File: src/sv/slx_pkg.sv
// Shared types, codes and keyword table of the source text lexer.
package slx_pkg;

    // record kinds
    localparam logic [1:0] REC_TEXT  = 2'd0;
    localparam logic [1:0] REC_TOKEN = 2'd1;
    localparam logic [1:0] REC_ERROR = 2'd2;

    // error codes
    localparam logic [2:0] ERR_BAD_ESCAPE    = 3'd0;
    localparam logic [2:0] ERR_NEWLINE       = 3'd1;
    localparam logic [2:0] ERR_TAB           = 3'd2;
    localparam logic [2:0] ERR_UNTERMINATED  = 3'd3;
    localparam logic [2:0] ERR_NOT_SINGLE    = 3'd4;
    localparam logic [2:0] ERR_INVALID       = 3'd5;

    // token numbers
    localparam logic [6:0] TOK_EOF        = 7'd0;
    localparam logic [6:0] TOK_COMMA      = 7'd1;
    localparam logic [6:0] TOK_SEMI       = 7'd2;
    localparam logic [6:0] TOK_TILDE      = 7'd3;
    localparam logic [6:0] TOK_TILDE2     = 7'd4;
    localparam logic [6:0] TOK_LPAREN     = 7'd5;
    localparam logic [6:0] TOK_RPAREN     = 7'd6;
    localparam logic [6:0] TOK_LBRACE     = 7'd7;
    localparam logic [6:0] TOK_RBRACE     = 7'd8;
    localparam logic [6:0] TOK_LBRACK     = 7'd9;
    localparam logic [6:0] TOK_RBRACK     = 7'd10;
    localparam logic [6:0] TOK_MINUS      = 7'd11;
    localparam logic [6:0] TOK_MINUS_EQ   = 7'd12;
    localparam logic [6:0] TOK_ARROW      = 7'd13;
    localparam logic [6:0] TOK_PLUS       = 7'd14;
    localparam logic [6:0] TOK_PLUS_EQ    = 7'd15;
    localparam logic [6:0] TOK_STAR       = 7'd16;
    localparam logic [6:0] TOK_POW        = 7'd17;
    localparam logic [6:0] TOK_POW_EQ     = 7'd18;
    localparam logic [6:0] TOK_STAR_EQ    = 7'd19;
    localparam logic [6:0] TOK_SLASH      = 7'd20;
    localparam logic [6:0] TOK_SLASH_EQ   = 7'd21;
    localparam logic [6:0] TOK_PERCENT    = 7'd22;
    localparam logic [6:0] TOK_PERCENT_EQ = 7'd23;
    localparam logic [6:0] TOK_AMP        = 7'd24;
    localparam logic [6:0] TOK_AMP2       = 7'd25;
    localparam logic [6:0] TOK_AMP_EQ     = 7'd26;
    localparam logic [6:0] TOK_PIPE       = 7'd27;
    localparam logic [6:0] TOK_PIPE2      = 7'd28;
    localparam logic [6:0] TOK_PIPE_EQ    = 7'd29;
    localparam logic [6:0] TOK_CARET      = 7'd30;
    localparam logic [6:0] TOK_CARET_EQ   = 7'd31;
    localparam logic [6:0] TOK_UNDERSCORE = 7'd32;
    localparam logic [6:0] TOK_AT         = 7'd33;
    localparam logic [6:0] TOK_ASSIGN     = 7'd34;
    localparam logic [6:0] TOK_EQ         = 7'd35;
    localparam logic [6:0] TOK_FAT_ARROW  = 7'd36;
    localparam logic [6:0] TOK_LT         = 7'd37;
    localparam logic [6:0] TOK_SHL        = 7'd38;
    localparam logic [6:0] TOK_SHL_EQ     = 7'd39;
    localparam logic [6:0] TOK_LE         = 7'd40;
    localparam logic [6:0] TOK_SPACESHIP  = 7'd41;
    localparam logic [6:0] TOK_GT         = 7'd42;
    localparam logic [6:0] TOK_SHR        = 7'd43;
    localparam logic [6:0] TOK_SHR_EQ     = 7'd44;
    localparam logic [6:0] TOK_GE         = 7'd45;
    localparam logic [6:0] TOK_BANG       = 7'd46;
    localparam logic [6:0] TOK_NE         = 7'd47;
    localparam logic [6:0] TOK_BANG_TILDE = 7'd48;
    localparam logic [6:0] TOK_QUESTION   = 7'd49;
    localparam logic [6:0] TOK_STRING     = 7'd50;
    localparam logic [6:0] TOK_CHAR       = 7'd51;
    localparam logic [6:0] TOK_DOT        = 7'd52;
    localparam logic [6:0] TOK_COLON      = 7'd53;
    localparam logic [6:0] TOK_SCOPE      = 7'd54;
    localparam logic [6:0] TOK_IDENT      = 7'd55;
    localparam logic [6:0] TOK_INT        = 7'd56;
    localparam logic [6:0] TOK_HEX        = 7'd57;
    localparam logic [6:0] TOK_BIN        = 7'd58;
    localparam logic [6:0] TOK_FLOAT      = 7'd59;
    localparam logic [6:0] TOK_KW_BASE    = 7'd60;

    // control characters
    localparam logic [7:0] CH_TAB = 8'h09;
    localparam logic [7:0] CH_LF  = 8'h0A;
    localparam logic [7:0] CH_VT  = 8'h0B;
    localparam logic [7:0] CH_FF  = 8'h0C;
    localparam logic [7:0] CH_CR  = 8'h0D;
    localparam logic [7:0] CH_SPACE = 8'h20;
    localparam logic [7:0] CH_DQUOTE = 8'h22;
    localparam logic [7:0] CH_SQUOTE = 8'h27;
    localparam logic [7:0] CH_BSLASH = 8'h5C;

    // keywords, right-justified, with their lengths
    localparam int NUM_KW = 23;
    localparam logic [127:0] KW_TEXT [NUM_KW] = '{
        128'("function"), 128'("lambda"), 128'("while"), 128'("for"),
        128'("return"), 128'("var"), 128'("if"), 128'("else"),
        128'("true"), 128'("false"), 128'("namespace"), 128'("except"),
        128'("throw"), 128'("null"), 128'("iife"), 128'({"build", "_in"}),
        128'("enum"), 128'("define"), 128'("preset"), 128'("switch"),
        128'("choose"), 128'("case"), 128'("default")
    };
    localparam int KW_LEN [NUM_KW] = '{
        8, 6, 5, 3, 6, 3, 2, 4, 4, 5, 9, 6, 5, 4, 4, 8, 4, 6, 6, 6, 6, 4, 7
    };

    // byte at position pos of keyword k, zero past its end
    function automatic logic [7:0] kw_byte(int k, int pos);
        int sh;
        logic [127:0] t;
        sh = 8 * (KW_LEN[k] - 1 - pos);
        t = '0;
        if (sh >= 0)
        begin
            t = KW_TEXT[k] >> sh;
        end
        return t[7:0];
    endfunction

    // one result record, without line number
    typedef struct packed {
        logic [1:0] kind;
        logic [6:0] tok;
        logic [7:0] ch;
        logic [2:0] err;
    } rec_t;

    // all records caused by one request
    localparam int NUM_RECS = 3;
    typedef struct packed {
        logic [1:0]              count;
        rec_t [NUM_RECS-1:0]     recs;
        logic [23:0]             line;
    } bundle_t;

endpackage

File: src/sv/source_text_lexer.sv
// Top level of the source text lexer: front, bundle queue and emitter.
//
//   channel  | handshake                 | payload
//   in       | in_valid / in_stall        | source_byte, end_of_input
//   out      | out_valid / out_stall      | record_kind .. last_of_item
//   cfg      | cfg_write                 | cfg_data (start_line)
//
// A request is lexed in the cycle it is taken and its records, if any (up to
// 3), are queued as one bundle; the first record goes through the bundle queue
// and the emitter's bundle register to the output, and the rest follow one per
// cycle while out_stall is low, with no gap between bundles. The input takes one
// request per cycle unless the queue is full; in_stall rises only while it is full.
// Reset leaves the lexer at start of text with line count 1; an error
// freezes the lexer until the next reset.
module source_text_lexer #(
    parameter int KEYWORD_MAX_LEN = 9,
    parameter int LINE_BITS = 24,
    parameter int RESULT_QUEUE_DEPTH = 8
) (
    input  logic        clk,
    input  logic        rst_n,
    input  logic        in_valid,
    output logic        in_stall,
    input  logic [7:0]  source_byte,
    input  logic        end_of_input,
    input  logic        cfg_write,
    input  logic [23:0] cfg_data,
    output logic        out_valid,
    input  logic        out_stall,
    output logic [1:0]  record_kind,
    output logic [6:0]  token_kind,
    output logic [7:0]  text_char,
    output logic [2:0]  error_code,
    output logic [23:0] line_number,
    output logic        last_of_item
);

    logic             take, push, pop, empty, full;
    slx_pkg::bundle_t push_data, head;

    assign in_stall = full;
    assign take     = in_valid && !full;

    slx_front #(
        .KEYWORD_MAX_LEN (KEYWORD_MAX_LEN),
        .LINE_BITS       (LINE_BITS)
    ) u_front (
        .clk          (clk),
        .rst_n        (rst_n),
        .take         (take),
        .source_byte  (source_byte),
        .end_of_input (end_of_input),
        .cfg_write    (cfg_write),
        .cfg_data     (cfg_data),
        .push         (push),
        .push_data    (push_data)
    );

    slx_queue #(
        .DEPTH (RESULT_QUEUE_DEPTH)
    ) u_queue (
        .clk       (clk),
        .rst_n     (rst_n),
        .push      (push),
        .push_data (push_data),
        .pop       (pop),
        .head      (head),
        .empty     (empty),
        .full      (full)
    );

    slx_emit u_emit (
        .clk          (clk),
        .rst_n        (rst_n),
        .head         (head),
        .empty        (empty),
        .pop          (pop),
        .out_valid    (out_valid),
        .out_stall    (out_stall),
        .record_kind  (record_kind),
        .token_kind   (token_kind),
        .text_char    (text_char),
        .error_code   (error_code),
        .line_number  (line_number),
        .last_of_item (last_of_item)
    );

endmodule

File: src/sv/slx_front.sv
// Lexer front: classifies each request and builds its bundle of records.
module slx_front #(
    parameter int KEYWORD_MAX_LEN = 9,
    parameter int LINE_BITS = 24
) (
    input  logic               clk,
    input  logic               rst_n,
    input  logic               take,
    input  logic [7:0]         source_byte,
    input  logic               end_of_input,
    input  logic               cfg_write,
    input  logic [23:0]        cfg_data,
    output logic               push,
    output slx_pkg::bundle_t   push_data
);

    localparam int LEN_W = $clog2(KEYWORD_MAX_LEN + 2);
    localparam int IDX_W = $clog2(KEYWORD_MAX_LEN);

    typedef enum logic [4:0] {
        M_START, M_COMMENT,
        M_TILDE, M_MINUS, M_PLUS, M_STAR, M_STAR2, M_SLASH, M_PERCENT, M_AMP,
        M_PIPE, M_CARET, M_EQ, M_LT, M_LT2, M_LTEQ, M_GT, M_GT2, M_BANG, M_COLON,
        M_IDENT, M_ZERO, M_DIGITS, M_AFTER_INT, M_FRACTION, M_HEX, M_BIN,
        M_STRING, M_ESCAPE
    } mode_t;

    typedef struct packed {
        logic       valid;
        logic [6:0] alone;
        logic [7:0] c1;
        logic [6:0] t1;
        logic       g1;
        mode_t      m1;
        logic [7:0] c2;
        logic [6:0] t2;
        logic       g2;
        mode_t      m2;
    } op_t;

    function automatic logic is_ws(logic [7:0] c);
        return c == slx_pkg::CH_SPACE || c == slx_pkg::CH_TAB || c == slx_pkg::CH_LF
            || c == slx_pkg::CH_VT || c == slx_pkg::CH_FF || c == slx_pkg::CH_CR;
    endfunction

    function automatic logic is_digit(logic [7:0] c);
        return c >= "0" && c <= "9";
    endfunction

    function automatic logic is_alpha(logic [7:0] c);
        return (c >= "a" && c <= "z") || (c >= "A" && c <= "Z");
    endfunction

    function automatic logic is_hex(logic [7:0] c);
        return is_digit(c) || (c >= "a" && c <= "f") || (c >= "A" && c <= "F");
    endfunction

    function automatic slx_pkg::rec_t mk_rec(logic [1:0] k, logic [6:0] t,
                                            logic [7:0] c, logic [2:0] e);
        slx_pkg::rec_t r;
        r.kind = k;
        r.tok = t;
        r.ch = c;
        r.err = e;
        return r;
    endfunction

    mode_t                 mode_reg, mode_next;
    logic [7:0]            buf_reg [KEYWORD_MAX_LEN];
    logic [7:0]            buf_next [KEYWORD_MAX_LEN];
    logic [LEN_W-1:0]      len_reg, len_next;
    logic [LINE_BITS-1:0]  line_reg, line_next;
    logic [23:0]           start_reg;
    logic [1:0]            lcount_reg, lcount_next;
    logic                  qs_reg, qs_next;
    logic                  stop_reg, stop_next;

    logic [LINE_BITS+23:0] start_wide, cfg_wide, line_wide;
    logic [6:0]            ident_tok;
    logic                  kw_hit;
    op_t                   op;

    // start-of-token decode
    logic                  sc_rec_v, sc_ws, sc_alpha, sc_quote, sc_fail;
    slx_pkg::rec_t         sc_rec;
    mode_t                 sc_mode;

    slx_pkg::rec_t [slx_pkg::NUM_RECS-1:0] recs;
    logic [1:0]            nrec;
    logic                  redo, run_start, lf, failed;
    logic [7:0]            ch, qchar;

    // widen line values both ways
    assign start_wide = {{LINE_BITS{1'b0}}, start_reg};
    assign cfg_wide   = {{LINE_BITS{1'b0}}, cfg_data};
    assign line_wide  = {24'd0, line_reg};

    // keyword lookup on the held identifier
    always_comb
    begin
        ident_tok = slx_pkg::TOK_IDENT;
        for (int k = 0; k < slx_pkg::NUM_KW; k++)
        begin
            kw_hit = (int'(len_reg) == slx_pkg::KW_LEN[k]);
            for (int p = 0; p < KEYWORD_MAX_LEN; p++)
            begin
                if (p < slx_pkg::KW_LEN[k] && buf_reg[p] != slx_pkg::kw_byte(k, p))
                begin
                    kw_hit = 1'b0;
                end
            end
            if (kw_hit)
            begin
                ident_tok = slx_pkg::TOK_KW_BASE + 7'(k);
            end
        end
    end

    // operator continuation table
    always_comb
    begin
        unique case (mode_reg)
            M_TILDE:   op = '{1'b1, slx_pkg::TOK_TILDE, "~", slx_pkg::TOK_TILDE2, 1'b0,
                              M_START, 8'd0, 7'd0, 1'b0, M_START};
            M_MINUS:   op = '{1'b1, slx_pkg::TOK_MINUS, "=", slx_pkg::TOK_MINUS_EQ, 1'b0,
                              M_START, ">", slx_pkg::TOK_ARROW, 1'b0, M_START};
            M_PLUS:    op = '{1'b1, slx_pkg::TOK_PLUS, "=", slx_pkg::TOK_PLUS_EQ, 1'b0,
                              M_START, 8'd0, 7'd0, 1'b0, M_START};
            M_STAR:    op = '{1'b1, slx_pkg::TOK_STAR, "*", 7'd0, 1'b1,
                              M_STAR2, "=", slx_pkg::TOK_STAR_EQ, 1'b0, M_START};
            M_STAR2:   op = '{1'b1, slx_pkg::TOK_POW, "=", slx_pkg::TOK_POW_EQ, 1'b0,
                              M_START, 8'd0, 7'd0, 1'b0, M_START};
            M_SLASH:   op = '{1'b1, slx_pkg::TOK_SLASH, "=", slx_pkg::TOK_SLASH_EQ, 1'b0,
                              M_START, "/", 7'd0, 1'b1, M_COMMENT};
            M_PERCENT: op = '{1'b1, slx_pkg::TOK_PERCENT, "=", slx_pkg::TOK_PERCENT_EQ, 1'b0,
                              M_START, 8'd0, 7'd0, 1'b0, M_START};
            M_AMP:     op = '{1'b1, slx_pkg::TOK_AMP, "&", slx_pkg::TOK_AMP2, 1'b0,
                              M_START, "=", slx_pkg::TOK_AMP_EQ, 1'b0, M_START};
            M_PIPE:    op = '{1'b1, slx_pkg::TOK_PIPE, "|", slx_pkg::TOK_PIPE2, 1'b0,
                              M_START, "=", slx_pkg::TOK_PIPE_EQ, 1'b0, M_START};
            M_CARET:   op = '{1'b1, slx_pkg::TOK_CARET, "=", slx_pkg::TOK_CARET_EQ, 1'b0,
                              M_START, 8'd0, 7'd0, 1'b0, M_START};
            M_EQ:      op = '{1'b1, slx_pkg::TOK_ASSIGN, "=", slx_pkg::TOK_EQ, 1'b0,
                              M_START, ">", slx_pkg::TOK_FAT_ARROW, 1'b0, M_START};
            M_LT:      op = '{1'b1, slx_pkg::TOK_LT, "<", 7'd0, 1'b1,
                              M_LT2, "=", 7'd0, 1'b1, M_LTEQ};
            M_LT2:     op = '{1'b1, slx_pkg::TOK_SHL, "=", slx_pkg::TOK_SHL_EQ, 1'b0,
                              M_START, 8'd0, 7'd0, 1'b0, M_START};
            M_LTEQ:    op = '{1'b1, slx_pkg::TOK_LE, ">", slx_pkg::TOK_SPACESHIP, 1'b0,
                              M_START, 8'd0, 7'd0, 1'b0, M_START};
            M_GT:      op = '{1'b1, slx_pkg::TOK_GT, ">", 7'd0, 1'b1,
                              M_GT2, "=", slx_pkg::TOK_GE, 1'b0, M_START};
            M_GT2:     op = '{1'b1, slx_pkg::TOK_SHR, "=", slx_pkg::TOK_SHR_EQ, 1'b0,
                              M_START, 8'd0, 7'd0, 1'b0, M_START};
            M_BANG:    op = '{1'b1, slx_pkg::TOK_BANG, "=", slx_pkg::TOK_NE, 1'b0,
                              M_START, "~", slx_pkg::TOK_BANG_TILDE, 1'b0, M_START};
            M_COLON:   op = '{1'b1, slx_pkg::TOK_COLON, ":", slx_pkg::TOK_SCOPE, 1'b0,
                              M_START, 8'd0, 7'd0, 1'b0, M_START};
            default:   op = '0;
        endcase
    end

    // decode a byte that opens a token
    always_comb
    begin
        sc_rec_v = 1'b0;
        sc_rec   = '0;
        sc_mode  = M_START;
        sc_ws    = 1'b0;
        sc_alpha = 1'b0;
        sc_quote = 1'b0;
        sc_fail  = 1'b0;
        case (source_byte)
            ",": sc_rec = mk_rec(slx_pkg::REC_TOKEN, slx_pkg::TOK_COMMA, 8'd0, 3'd0);
            ";": sc_rec = mk_rec(slx_pkg::REC_TOKEN, slx_pkg::TOK_SEMI, 8'd0, 3'd0);
            "(": sc_rec = mk_rec(slx_pkg::REC_TOKEN, slx_pkg::TOK_LPAREN, 8'd0, 3'd0);
            ")": sc_rec = mk_rec(slx_pkg::REC_TOKEN, slx_pkg::TOK_RPAREN, 8'd0, 3'd0);
            "{": sc_rec = mk_rec(slx_pkg::REC_TOKEN, slx_pkg::TOK_LBRACE, 8'd0, 3'd0);
            "}": sc_rec = mk_rec(slx_pkg::REC_TOKEN, slx_pkg::TOK_RBRACE, 8'd0, 3'd0);
            "[": sc_rec = mk_rec(slx_pkg::REC_TOKEN, slx_pkg::TOK_LBRACK, 8'd0, 3'd0);
            "]": sc_rec = mk_rec(slx_pkg::REC_TOKEN, slx_pkg::TOK_RBRACK, 8'd0, 3'd0);
            "_": sc_rec = mk_rec(slx_pkg::REC_TOKEN, slx_pkg::TOK_UNDERSCORE, 8'd0, 3'd0);
            "@": sc_rec = mk_rec(slx_pkg::REC_TOKEN, slx_pkg::TOK_AT, 8'd0, 3'd0);
            "?": sc_rec = mk_rec(slx_pkg::REC_TOKEN, slx_pkg::TOK_QUESTION, 8'd0, 3'd0);
            ".": sc_rec = mk_rec(slx_pkg::REC_TOKEN, slx_pkg::TOK_DOT, 8'd0, 3'd0);
            "~": sc_mode = M_TILDE;
            "-": sc_mode = M_MINUS;
            "+": sc_mode = M_PLUS;
            "*": sc_mode = M_STAR;
            "/": sc_mode = M_SLASH;
            "%": sc_mode = M_PERCENT;
            "&": sc_mode = M_AMP;
            "|": sc_mode = M_PIPE;
            "^": sc_mode = M_CARET;
            "=": sc_mode = M_EQ;
            "<": sc_mode = M_LT;
            ">": sc_mode = M_GT;
            "!": sc_mode = M_BANG;
            ":": sc_mode = M_COLON;
            "0": sc_mode = M_ZERO;
            slx_pkg::CH_DQUOTE, slx_pkg::CH_SQUOTE:
            begin
                sc_quote = 1'b1;
                sc_mode  = M_STRING;
            end
            default:
            begin
                if (is_ws(source_byte))
                begin
                    sc_ws = 1'b1;
                end
                else if (is_alpha(source_byte))
                begin
                    sc_alpha = 1'b1;
                    sc_rec   = mk_rec(slx_pkg::REC_TEXT, 7'd0, source_byte, 3'd0);
                    sc_mode  = M_IDENT;
                end
                else if (is_digit(source_byte))
                begin
                    sc_rec  = mk_rec(slx_pkg::REC_TEXT, 7'd0, source_byte, 3'd0);
                    sc_mode = M_DIGITS;
                end
                else
                begin
                    sc_fail = 1'b1;
                    sc_rec  = mk_rec(slx_pkg::REC_ERROR, 7'd0, 8'd0, slx_pkg::ERR_INVALID);
                end
            end
        endcase
        sc_rec_v = sc_rec.kind != slx_pkg::REC_TEXT || sc_alpha || sc_mode == M_DIGITS
                   || sc_fail || (sc_mode == M_START && !sc_ws);
    end

    // advance the lexer over one request
    always_comb
    begin
        mode_next   = mode_reg;
        buf_next    = buf_reg;
        len_next    = len_reg;
        line_next   = line_reg;
        lcount_next = lcount_reg;
        qs_next     = qs_reg;
        stop_next   = stop_reg;
        recs        = '0;
        nrec        = 2'd0;
        redo        = 1'b0;
        run_start   = 1'b0;
        lf          = 1'b0;
        failed      = 1'b0;
        ch          = source_byte;
        qchar       = qs_reg ? slx_pkg::CH_SQUOTE : slx_pkg::CH_DQUOTE;

        if (end_of_input)
        begin
            // flush the pending token, then EOF, or report an open string or escape
            if (op.valid)
            begin
                recs[nrec] = mk_rec(slx_pkg::REC_TOKEN, op.alone, 8'd0, 3'd0);
                nrec = nrec + 2'd1;
            end
            else
            begin
                unique case (mode_reg)
                    M_IDENT:
                    begin
                        recs[nrec] = mk_rec(slx_pkg::REC_TOKEN, ident_tok, 8'd0, 3'd0);
                        nrec = nrec + 2'd1;
                    end
                    M_ZERO:
                    begin
                        recs[nrec] = mk_rec(slx_pkg::REC_TEXT, 7'd0, "0", 3'd0);
                        nrec = nrec + 2'd1;
                        recs[nrec] = mk_rec(slx_pkg::REC_TOKEN, slx_pkg::TOK_INT, 8'd0, 3'd0);
                        nrec = nrec + 2'd1;
                    end
                    M_DIGITS, M_AFTER_INT:
                    begin
                        recs[nrec] = mk_rec(slx_pkg::REC_TOKEN, slx_pkg::TOK_INT, 8'd0, 3'd0);
                        nrec = nrec + 2'd1;
                    end
                    M_FRACTION:
                    begin
                        recs[nrec] = mk_rec(slx_pkg::REC_TOKEN, slx_pkg::TOK_FLOAT, 8'd0, 3'd0);
                        nrec = nrec + 2'd1;
                    end
                    M_HEX:
                    begin
                        recs[nrec] = mk_rec(slx_pkg::REC_TOKEN, slx_pkg::TOK_HEX, 8'd0, 3'd0);
                        nrec = nrec + 2'd1;
                    end
                    M_BIN:
                    begin
                        recs[nrec] = mk_rec(slx_pkg::REC_TOKEN, slx_pkg::TOK_BIN, 8'd0, 3'd0);
                        nrec = nrec + 2'd1;
                    end
                    M_STRING:
                    begin
                        failed = 1'b1;
                        recs[nrec] = mk_rec(slx_pkg::REC_ERROR, 7'd0, 8'd0,
                                            slx_pkg::ERR_UNTERMINATED);
                        nrec = nrec + 2'd1;
                    end
                    M_ESCAPE:
                    begin
                        failed = 1'b1;
                        recs[nrec] = mk_rec(slx_pkg::REC_ERROR, 7'd0, 8'd0,
                                            slx_pkg::ERR_BAD_ESCAPE);
                        nrec = nrec + 2'd1;
                    end
                    default:
                    begin
                    end
                endcase
            end
            if (failed)
            begin
                stop_next = 1'b1;
            end
            else
            begin
                recs[nrec]  = mk_rec(slx_pkg::REC_TOKEN, slx_pkg::TOK_EOF, 8'd0, 3'd0);
                nrec        = nrec + 2'd1;
                mode_next   = M_START;
                len_next    = '0;
                line_next   = start_wide[LINE_BITS-1:0];
                lcount_next = 2'd0;
                qs_next     = 1'b0;
            end
        end
        else
        begin
            if (op.valid)
            begin
                // extend or end an operator
                if (is_ws(ch))
                begin
                    lf = (ch == slx_pkg::CH_LF);
                end
                else if (ch == op.c1)
                begin
                    if (op.g1)
                    begin
                        mode_next = op.m1;
                    end
                    else
                    begin
                        recs[nrec] = mk_rec(slx_pkg::REC_TOKEN, op.t1, 8'd0, 3'd0);
                        nrec = nrec + 2'd1;
                        mode_next = M_START;
                    end
                end
                else if (op.c2 != 8'd0 && ch == op.c2)
                begin
                    if (op.g2)
                    begin
                        mode_next = op.m2;
                    end
                    else
                    begin
                        recs[nrec] = mk_rec(slx_pkg::REC_TOKEN, op.t2, 8'd0, 3'd0);
                        nrec = nrec + 2'd1;
                        mode_next = M_START;
                    end
                end
                else
                begin
                    recs[nrec] = mk_rec(slx_pkg::REC_TOKEN, op.alone, 8'd0, 3'd0);
                    nrec = nrec + 2'd1;
                    mode_next = M_START;
                    redo = 1'b1;
                end
            end
            else
            begin
                unique case (mode_reg)
                    M_START:
                    begin
                        run_start = 1'b1;
                    end
                    M_COMMENT:
                    begin
                        if (ch == slx_pkg::CH_LF)
                        begin
                            mode_next = M_START;
                            redo = 1'b1;
                        end
                    end
                    M_IDENT:
                    begin
                        if (is_alpha(ch) || is_digit(ch) || ch == "_")
                        begin
                            if (int'(len_reg) < KEYWORD_MAX_LEN)
                            begin
                                buf_next[len_reg[IDX_W-1:0]] = ch;
                            end
                            if (int'(len_reg) <= KEYWORD_MAX_LEN)
                            begin
                                len_next = len_reg + 1'b1;
                            end
                            recs[nrec] = mk_rec(slx_pkg::REC_TEXT, 7'd0, ch, 3'd0);
                            nrec = nrec + 2'd1;
                        end
                        else
                        begin
                            recs[nrec] = mk_rec(slx_pkg::REC_TOKEN, ident_tok, 8'd0, 3'd0);
                            nrec = nrec + 2'd1;
                            mode_next = M_START;
                            redo = 1'b1;
                        end
                    end
                    M_ZERO:
                    begin
                        if (is_ws(ch))
                        begin
                            lf = (ch == slx_pkg::CH_LF);
                        end
                        else if (ch == "x")
                        begin
                            mode_next = M_HEX;
                        end
                        else if (ch == "b")
                        begin
                            mode_next = M_BIN;
                        end
                        else
                        begin
                            recs[nrec] = mk_rec(slx_pkg::REC_TEXT, 7'd0, "0", 3'd0);
                            nrec = nrec + 2'd1;
                            if (is_digit(ch) || ch == ".")
                            begin
                                recs[nrec] = mk_rec(slx_pkg::REC_TEXT, 7'd0, ch, 3'd0);
                                nrec = nrec + 2'd1;
                                mode_next = is_digit(ch) ? M_DIGITS : M_FRACTION;
                            end
                            else
                            begin
                                recs[nrec] = mk_rec(slx_pkg::REC_TOKEN, slx_pkg::TOK_INT,
                                                    8'd0, 3'd0);
                                nrec = nrec + 2'd1;
                                mode_next = M_START;
                                redo = 1'b1;
                            end
                        end
                    end
                    M_DIGITS, M_AFTER_INT:
                    begin
                        if (is_digit(ch) && mode_reg == M_DIGITS)
                        begin
                            recs[nrec] = mk_rec(slx_pkg::REC_TEXT, 7'd0, ch, 3'd0);
                            nrec = nrec + 2'd1;
                        end
                        else if (is_ws(ch))
                        begin
                            lf = (ch == slx_pkg::CH_LF);
                            mode_next = M_AFTER_INT;
                        end
                        else if (ch == ".")
                        begin
                            recs[nrec] = mk_rec(slx_pkg::REC_TEXT, 7'd0, ch, 3'd0);
                            nrec = nrec + 2'd1;
                            mode_next = M_FRACTION;
                        end
                        else
                        begin
                            recs[nrec] = mk_rec(slx_pkg::REC_TOKEN, slx_pkg::TOK_INT,
                                                8'd0, 3'd0);
                            nrec = nrec + 2'd1;
                            mode_next = M_START;
                            redo = 1'b1;
                        end
                    end
                    M_FRACTION, M_HEX, M_BIN:
                    begin
                        if ((mode_reg == M_FRACTION && is_digit(ch))
                            || (mode_reg == M_HEX && is_hex(ch))
                            || (mode_reg == M_BIN && (ch == "0" || ch == "1")))
                        begin
                            recs[nrec] = mk_rec(slx_pkg::REC_TEXT, 7'd0, ch, 3'd0);
                            nrec = nrec + 2'd1;
                        end
                        else
                        begin
                            recs[nrec] = mk_rec(slx_pkg::REC_TOKEN,
                                mode_reg == M_FRACTION ? slx_pkg::TOK_FLOAT :
                                mode_reg == M_HEX ? slx_pkg::TOK_HEX : slx_pkg::TOK_BIN,
                                8'd0, 3'd0);
                            nrec = nrec + 2'd1;
                            mode_next = M_START;
                            redo = 1'b1;
                        end
                    end
                    M_STRING:
                    begin
                        if (ch == qchar)
                        begin
                            if (qs_reg && lcount_reg != 2'd1)
                            begin
                                failed = 1'b1;
                                recs[nrec] = mk_rec(slx_pkg::REC_ERROR, 7'd0, 8'd0,
                                                    slx_pkg::ERR_NOT_SINGLE);
                                nrec = nrec + 2'd1;
                            end
                            else
                            begin
                                recs[nrec] = mk_rec(slx_pkg::REC_TOKEN,
                                    qs_reg ? slx_pkg::TOK_CHAR : slx_pkg::TOK_STRING,
                                    8'd0, 3'd0);
                                nrec = nrec + 2'd1;
                                mode_next = M_START;
                            end
                        end
                        else if (ch == slx_pkg::CH_LF || ch == slx_pkg::CH_TAB)
                        begin
                            failed = 1'b1;
                            recs[nrec] = mk_rec(slx_pkg::REC_ERROR, 7'd0, 8'd0,
                                ch == slx_pkg::CH_LF ? slx_pkg::ERR_NEWLINE : slx_pkg::ERR_TAB);
                            nrec = nrec + 2'd1;
                        end
                        else if (ch == slx_pkg::CH_BSLASH)
                        begin
                            mode_next = M_ESCAPE;
                        end
                        else
                        begin
                            recs[nrec] = mk_rec(slx_pkg::REC_TEXT, 7'd0, ch, 3'd0);
                            nrec = nrec + 2'd1;
                            if (lcount_reg != 2'd2)
                            begin
                                lcount_next = lcount_reg + 2'd1;
                            end
                        end
                    end
                    M_ESCAPE:
                    begin
                        if (ch == "n" || ch == "t" || ch == slx_pkg::CH_BSLASH || ch == qchar)
                        begin
                            recs[nrec] = mk_rec(slx_pkg::REC_TEXT, 7'd0,
                                ch == "n" ? slx_pkg::CH_LF :
                                ch == "t" ? slx_pkg::CH_TAB : ch, 3'd0);
                            nrec = nrec + 2'd1;
                            mode_next = M_STRING;
                            if (lcount_reg != 2'd2)
                            begin
                                lcount_next = lcount_reg + 2'd1;
                            end
                        end
                        else
                        begin
                            failed = 1'b1;
                            recs[nrec] = mk_rec(slx_pkg::REC_ERROR, 7'd0, 8'd0,
                                                slx_pkg::ERR_BAD_ESCAPE);
                            nrec = nrec + 2'd1;
                        end
                    end
                    default:
                    begin
                    end
                endcase
            end

            // the byte that ended a token, or any byte in start mode, opens the next one
            if (redo || run_start)
            begin
                mode_next = sc_mode;
                if (sc_rec_v)
                begin
                    recs[nrec] = sc_rec;
                    nrec = nrec + 2'd1;
                end
                if (sc_quote)
                begin
                    qs_next     = (ch == slx_pkg::CH_SQUOTE);
                    lcount_next = 2'd0;
                end
                if (sc_ws)
                begin
                    lf = (ch == slx_pkg::CH_LF);
                end
                if (sc_alpha)
                begin
                    buf_next[0] = ch;
                    len_next    = LEN_W'(1);
                end
                if (sc_fail)
                begin
                    failed = 1'b1;
                end
            end
            if (failed)
            begin
                stop_next = 1'b1;
            end
            if (lf && line_reg != '1)
            begin
                line_next = line_reg + 1'b1;
            end
        end
    end

    // hand the bundle to the queue
    assign push = take && !stop_reg && nrec != 2'd0;
    always_comb
    begin
        push_data.count = nrec;
        push_data.recs  = recs;
        push_data.line  = line_wide[23:0];
    end

    // hold lexer state
    always_ff @(posedge clk or negedge rst_n)
    begin
        if (!rst_n)
        begin
            mode_reg   <= M_START;
            len_reg    <= '0;
            line_reg   <= LINE_BITS'(1);
            start_reg  <= 24'd1;
            lcount_reg <= 2'd0;
            qs_reg     <= 1'b0;
            stop_reg   <= 1'b0;
        end
        else if (cfg_write)
        begin
            start_reg <= cfg_data;
            line_reg  <= cfg_wide[LINE_BITS-1:0];
        end
        else if (take && !stop_reg)
        begin
            mode_reg   <= mode_next;
            len_reg    <= len_next;
            line_reg   <= line_next;
            lcount_reg <= lcount_next;
            qs_reg     <= qs_next;
            stop_reg   <= stop_next;
        end
    end

    // identifier bytes carry no reset
    always_ff @(posedge clk)
    begin
        if (take && !stop_reg)
        begin
            buf_reg <= buf_next;
        end
    end

endmodule

File: src/sv/slx_queue.sv
// Bundle queue between the lexer front and the record emitter.
module slx_queue #(
    parameter int DEPTH = 8
) (
    input  logic             clk,
    input  logic             rst_n,
    input  logic             push,
    input  slx_pkg::bundle_t push_data,
    input  logic             pop,
    output slx_pkg::bundle_t head,
    output logic             empty,
    output logic             full
);

    localparam int PTR_W = $clog2(DEPTH);
    localparam int CNT_W = $clog2(DEPTH + 1);
    localparam logic [PTR_W-1:0] LAST = PTR_W'(DEPTH - 1);

    slx_pkg::bundle_t  mem_reg [DEPTH];
    logic [PTR_W-1:0]  wr_reg, rd_reg;
    logic [CNT_W-1:0]  cnt_reg;

    assign head  = mem_reg[rd_reg];
    assign empty = cnt_reg == '0;
    assign full  = cnt_reg == CNT_W'(DEPTH);

    // advance pointers and count
    always_ff @(posedge clk or negedge rst_n)
    begin
        if (!rst_n)
        begin
            wr_reg  <= '0;
            rd_reg  <= '0;
            cnt_reg <= '0;
        end
        else
        begin
            if (push)
            begin
                wr_reg <= (wr_reg == LAST) ? '0 : wr_reg + 1'b1;
            end
            if (pop)
            begin
                rd_reg <= (rd_reg == LAST) ? '0 : rd_reg + 1'b1;
            end
            if (push && !pop)
            begin
                cnt_reg <= cnt_reg + 1'b1;
            end
            else if (pop && !push)
            begin
                cnt_reg <= cnt_reg - 1'b1;
            end
        end
    end

    // store entries
    always_ff @(posedge clk)
    begin
        if (push)
        begin
            mem_reg[wr_reg] <= push_data;
        end
    end

endmodule

File: src/sv/slx_emit.sv
// Record emitter: unpacks queued bundles onto the output channel.
module slx_emit (
    input  logic             clk,
    input  logic             rst_n,
    input  slx_pkg::bundle_t head,
    input  logic             empty,
    output logic             pop,
    output logic             out_valid,
    input  logic             out_stall,
    output logic [1:0]       record_kind,
    output logic [6:0]       token_kind,
    output logic [7:0]       text_char,
    output logic [2:0]       error_code,
    output logic [23:0]      line_number,
    output logic             last_of_item
);

    slx_pkg::bundle_t bundle_reg;
    logic [1:0]       idx_reg;
    logic             busy_reg;
    logic             sent;
    slx_pkg::rec_t    cur;

    assign cur          = bundle_reg.recs[idx_reg];
    assign out_valid    = busy_reg;
    assign record_kind  = cur.kind;
    assign token_kind   = cur.tok;
    assign text_char    = cur.ch;
    assign error_code   = cur.err;
    assign line_number  = bundle_reg.line;
    assign last_of_item = idx_reg == bundle_reg.count - 2'd1;

    assign sent = busy_reg && !out_stall;
    assign pop  = !empty && (!busy_reg || (sent && last_of_item));

    // step through records, load the next bundle
    always_ff @(posedge clk or negedge rst_n)
    begin
        if (!rst_n)
        begin
            busy_reg <= 1'b0;
            idx_reg  <= 2'd0;
        end
        else if (pop)
        begin
            busy_reg <= 1'b1;
            idx_reg  <= 2'd0;
        end
        else if (sent)
        begin
            if (last_of_item)
            begin
                busy_reg <= 1'b0;
            end
            else
            begin
                idx_reg <= idx_reg + 2'd1;
            end
        end
    end

    // hold the current bundle
    always_ff @(posedge clk)
    begin
        if (pop)
        begin
            bundle_reg <= head;
        end
    end

endmodule

File: config.mk
export PLATFORM = sky130hd
export DESIGN_NAME = source_text_lexer
export DESIGN_NICKNAME = d
export VERILOG_FILES = /design/src/sv/slx_pkg.sv /design/src/sv/source_text_lexer.sv /design/src/sv/slx_front.sv /design/src/sv/slx_queue.sv /design/src/sv/slx_emit.sv
export SDC_FILE = /design/constraint.sdc
export NUM_CORES = 1
export LEC_CHECK = 0
export BUFFER_PORTS_ARGS = -buffer_cell sky130_fd_sc_hd__buf_2
export CAP_MARGIN = 20
export CORE_MARGIN = 5
export CORE_UTILIZATION = 56
export DETAILED_ROUTE_END_ITERATION = 16
export PLACE_DENSITY = 0.83
export RECOVER_POWER = 50
export SYNTH_ARGS = -nofsm -noshare
export SYNTH_HDL_FRONTEND = slang
export SYNTH_SLANG_ARGS = --single-unit
File: constraint.sdc
create_clock -name clk -period 21.4 [get_ports clk]
set_input_delay 1.07 -clock clk [delete_from_list [all_inputs] [get_ports clk]]
set_output_delay 1.07 -clock clk [all_outputs]
set_load 0.01 [all_outputs]
Word-level counts from Yosys, hierarchy flattened
Memories as Yosys holds them, arrays and structs flattened. A register that Yosys moved wholly into a read port is not among the register bits.
Cells that the tools add are included.
W data, S select, Z words.
{"block": "classes", "add_sub_neg": 11, "magnitude_cmp": 17, "eq_ne": 159, "n_mux": 349, "n_bitwise": 7, "reduce_logical": 89}
{"op": "$ne A8 B7 Y1 const B", "count": 75}
{"op": "$mux W20", "count": 22}
{"op": "$mux W72", "count": 4}
{"op": "$pmux W20 S13", "count": 1}
{"op": "$mux W60", "count": 4}
{"op": "$mux W1", "count": 183}
{"op": "$eq A8 B6 Y1 const B", "count": 22}
{"op": "$mux W19", "count": 9}
{"op": "$mux W7", "count": 23}
{"op": "$pmux W20 S8", "count": 1}
{"op": "$mux W5", "count": 27}
{"op": "$mux W24", "count": 5}
{"op": "$mux W40", "count": 3}
{"op": "$pmux W20 S6", "count": 1}
{"op": "$eq A8 B7 Y1 const B", "count": 14}
{"op": "$pmux W5 S17", "count": 1}
{"op": "$demux W20 S2", "count": 2}
{"op": "$bwmux W72", "count": 1}
{"op": "$mux W2", "count": 31}
{"op": "$bwmux W60", "count": 1}
{"op": "$and A38 B57 Y57", "count": 1}
{"op": "$not A57 Y57", "count": 1}
{"op": "$eq A5 B5 Y1 const B", "count": 10}
{"op": "$mux W4", "count": 12}
{"op": "68 further kinds", "count": 178}
{"block": "totals", "regBits": 146, "ram_bits": 688, "romBits": 1408, "inputBits": 38, "output_inout_bits": 47, "mem_count": 2}
{"memory": "(name not given)", "words": 32, "width": 44, "rd": 1, "rd_ports_with_merged_regs": 0, "wr": 0, "line": "slx_front.sv:122", "rtl": "unique case (mode_reg)"}
{"memory": "u_queue.mem_reg", "words": 8, "width": 86, "rd": 1, "rd_ports_with_merged_regs": 1, "wr": 1, "line": "slx_queue.sv:19", "rtl": "slx_pkg::bundle_t mem_reg [DEPTH];"}

Depth between registers and ports, before layout
{"block": "depth", "depth_word": 40, "depth_mapped": 26, "ltp_nobuf": 25}

Cells and area by module
From an unflattened synthesis, not the netlist that was laid out.
{"block": "unflattened", "hier_cells": 2733, "area_unflattened_um2": 41743.8}
{"module": "slx_queue", "instances": 1, "cells_each": 1057, "area_each_um2": 26467.9, "seq_area_each_um2": 20910.1}
{"module": "slx_front", "instances": 1, "cells_each": 1463, "area_each_um2": 11810.1, "seq_area_each_um2": 3691.0}
{"module": "slx_emit", "instances": 1, "cells_each": 212, "area_each_um2": 3452.1, "seq_area_each_um2": 2657.5}
{"module": "source_text_lexer", "instances": 1, "cells_each": 1, "area_each_um2": 13.8, "seq_area_each_um2": 0.0}

Worst setup path after synthesis
OpenSTA, ideal clock, no wires.
{"block": "synth_path", "path_kind": "input to register", "startpoint": "input port source_byte[1]", "endpoint": "memory u_queue.mem_reg[4][0] in the netlist's numbering (enable)", "setup_ns": 0.734, "arrival_time_ns": 12.098, "t_required_ns": 20.666, "slack_ns": 8.568, "path_stages": 14, "path_cell_list": "buf_2 -> or4_1 -> a221o_2 -> or2_1 -> a211oi_1 -> nand2b_1 -> inv_1 -> ha_1 -> or3_1 -> o32a_1 -> o41ai_1 -> a31oi_1 -> o32ai_4 -> nor4b_1"}
{"block": "synth_via", "elab_chain_cells": 20, "elab_cells_between_ends": 144, "classes_between": "add/sub: 1; order compare: 8; eq/ne: 43; mux: 52; reduce/logical: 40"}
{"item": "start: declaration", "line": "source_text_lexer.sv:24", "rtl": "input logic [7:0] source_byte,"}
{"item": "parallel branches: the longest is 14 deep, another holds $ge A8 B6 Y1"}
{"item": "$mux W2 (*)", "line": "slx_front.sv:562", "rtl": "if (redo || run_start)"}
{"item": "$mux W2 (*)", "line": "slx_front.sv:253", "rtl": "if (end_of_input)"}
{"item": "$reduce_bool A2 Y1 (*)", "line": "slx_front.sv:601", "rtl": "assign push = take && !stop_reg && nrec != 2'd0;"}
{"item": "$logic_and A1 B1 Y1 (*)", "line": "slx_front.sv:601"}
{"item": "$mux W1 (*)", "line": "slx_queue.sv:60", "rtl": "if (push)"}
{"item": "$mux W1 (implied by the code) (*)", "line": "slx_queue.sv:62", "rtl": "mem_reg[wr_reg] <= push_data;"}
{"item": "end: declaration", "line": "slx_queue.sv:19"}
Every way passes the cells marked *. The select of a mux whose other input is x is not followed.

Final worst setup path
{"block": "layout_path", "startpoint": "input port source_byte[1]", "endpoint": "memory u_queue.mem_reg[6][37] in the netlist's numbering (enable)"}
The elaborated chain is that of the path after synthesis.

==> metrics.txt <==
Synth-to-Final Area Change 10.6%; syn_area_per_cell 15.6 sq um; Net count, final 2586; Seq/Total Area, Yosys 66.1%; via count 24100; CTS tree done; Placed Cells 3300; fin crit period 8.25 ns; clk sinks 848; Hold/Removal Path Class register to register; gr ovfl total 0; # Post-CTS Setup Buffers 0; H-tree Lvls 3; ranking of synthesized cells by area edfxtp_1, mux4_2, dfrtp_1; Via density 6.95; Syn Inst Count 2429; Detail Route Antenna Nets 0; synthesized area 38000 sq um; Worst Skew 0.0331 ns; Max stage delay on crit path 1.69 ns; share of cells above drive strength 1 19.1%; prevailing post-synth register cell edfxtp_1; vias in the first global route 23900; final hold vios 0; synth warn 0; switching share of power 32.0%; CP Capture Type register; I/O Buffers 84; Post-CTS Hold Fix Bufs 0; TritonRoute pass-1 iters 6; # resized after CTS 0; CTS root buf clkbuf_16; area share of the largest cell type after synthesis 61.2%; Post-synth ARST share 8.73%; Routed Wire Length 109 mm; Startpoint Class primary input; CTS clk-pin slew, worst paths 0.06 ns; clock share of power 28.9%; RSZ-0062 raised after global routing false; CTS buffer count 85; first-pass GRT wire length 160 mm; static leakage 13.7 nW; Finished Layout Cells 3465; total of fill cells in the finished design 4571; Highest Clock Rate 121 MHz; outcome finished with violations; worst path required time 21.66 ns; initial antenna violation count 4; Total GRT Usage 29.2%; worst skew pair latency 0.66 ns; largest net degree at the start of global routing 73; Least-Margin Pin Slew 4.49 ns; Core Footprint 67200 sq um; failing checks capacitance limit, slew limit; Setup CP Type primary input to register; post-synth top area cell edfxtp_1; FF+latch count, synth 848; Die H 270 microns; # DRC 0; initial drt markers 3271; clock buffer depth 3; Flop pwr share 42.4%; crit-path cells buf_2 -> clkbuf_1 -> o21ai_0 -> nand2_1 -> o21ai_0 -> clkbuf_1 -> nor3_1 -> a211oi_1 -> a21oi_1 -> a31o_1 -> o32ai_4 -> nor3_2 -> buf_4 -> buf_4; max_cap viols 16; endpoints failing setup 0; VDD IR-drop max 0.100 mV; Post-synth EDFFs 774; # IOs 85; Final Max Slew Viols 700; Fin Setup TNS 0 ns; crit path max fanout 49; CP max stage cell clkbuf_1; max reg flops 624; die outline width 270 microns; period utilization 38.6%; CP Data Arrival Time 8.51 ns; die area 73100 sq um; NetSw 1.67 mW; Internal 3.56 mW; pwr dens 124 nW/um^2; WL/cell 31.5 microns; Worst slew margin -199%; FP Rows 95; library cells used by synthesis 111; Starting Density 56.5%; Comb pwr share 28.7%; GPL Wtd Cong 0.955; dpl hpwl 67.4 mm
-- logic make-up after synthesis --
group	share of synthesized area, %
other cells	0.00987
simple gates	9.86
compound gates	6.80
xor+xnor	0.346
buf+inv	2.33
flops	66.1
mux	13.7
fa+ha+maj	0.843
-- per-layer routing --
layer  global-route usage (%)  part of all wire (%)  vias up
li1                         -                     -     9923
met1                     39.0                    37    12300
met2                     49.0                    50     1594
met3                     4.49                   8.9      303
met4                     11.0                   4.4        0
met5                        0                     0        -
-- stage by stage --
stage / setup slack [ns] / area, sq um / utilization, % / hold slack [ns] / total power [mW]
detailed placement: 14.24 / 39300 / 58.5 / 0.464 / 3.68
CTS: 14.38 / 42100 / 62.7 / 0.258 / 5.21
global placement: 14.38 / 39300 / 58.4 / 0.449 / 3.63
floorplan: 8.57 / 38000 / - / 0.433 / 3.24
global route: 12.93 / 42000 / 62.5 / 0.500 / 5.43
finish: 13.15 / 42000 / 62.5 / 0.476 / 5.23
-- layout make-up --
cell class	count	area [sq um]	share of cell area, %
flip-flops and latches	848	25100	59.8
multi-input cells	1398	12100	28.7
clock buffers	98	2180	5.18
well taps	873	1090	2.60
repair buffers	140	724	1.72
clock inverters	57	653	1.55
inverters	50	191	0.456
diodes	1	2.50	0.00596
-- path summary, 6_finish.rpt --
path	depth (start not counted)	endpoint	start	slack, ns
min in group asynchronous	1	u_front.start_reg[7]$_DFFE_PN0P_	rst_n	0.50
hold reg to reg	1	u_front.stop_reg$_DFFE_PN0P_	u_front.stop_reg$_DFFE_PN0P_	0.48
setup / recovery	14	u_queue.mem_reg[6][37]$_DFFE_PP_	source_byte[1]	13.15
setup reg to reg	8	u_emit.bundle_reg[42]$_DFFE_PP_	u_emit.idx_reg[0]$_DFFE_PN0P_	13.91
hold / removal	1	u_front.stop_reg$_DFFE_PN0P_	u_front.stop_reg$_DFFE_PN0P_	0.48
max in group asynchronous	2	u_queue.rd_reg[0]$_DFFE_PN0P_	rst_n	16.25
-- critical path, delay by kind of cell --
kind | cells | cell delay, ns
and+or+nand+nor | 3 | 2.11
AOI/OAI and AO/OA | 6 | 2.07
buffers and inverters | 5 | 3.18
-- power by group through the flow --
stage	Sequential, mW	Combinational, mW	Clock, mW
CTS	2.21	1.48	1.53
global placement	2.22	1.42	0
detailed placement	2.24	1.44	0
floorplan	2.17	1.06	0
finish	2.22	1.50	1.51
global route	2.23	1.59	1.61
-- synthesized netlist by cell type, types with 47 or more instances --
master / count
inv_1: 47
clkbuf_1: 68
edfxtp_1: 774
mux4_2: 157
nor3_1: 64
mux2_2: 113
dfrtp_1: 72
o21ai_0: 86
nand3_1: 71
nand2_1: 119
nor2_1: 117
a21oi_1: 63
-- cells in the final DEF (no fill, tap or decap), types with 16 or more instances in the layout --
cell type,instances
mux4_2,157
nor4bb_1,16
nor4_1,28
ha_1,24
mux2_1,27
nor2b_1,23
dfrtp_1,71
o21ai_0,88
buf_2,34
nor2_1,116
clkbuf_16,85
clkinv_2,18
a21oi_1,65
conb_1,16
buf_4,33
mux2_2,86
inv_1,46
mux2i_1,36
and2_1,19
nand2b_1,28
nor3_1,63
a31oi_1,19
nand2_1,119
clkbuf_1,83
or3_1,22
nand3_1,71
a22oi_1,16
and3_1,17
edfxtp_1,774
nand4_1,22
clkinv_1,17
Power figures use the tool's default switching activity.
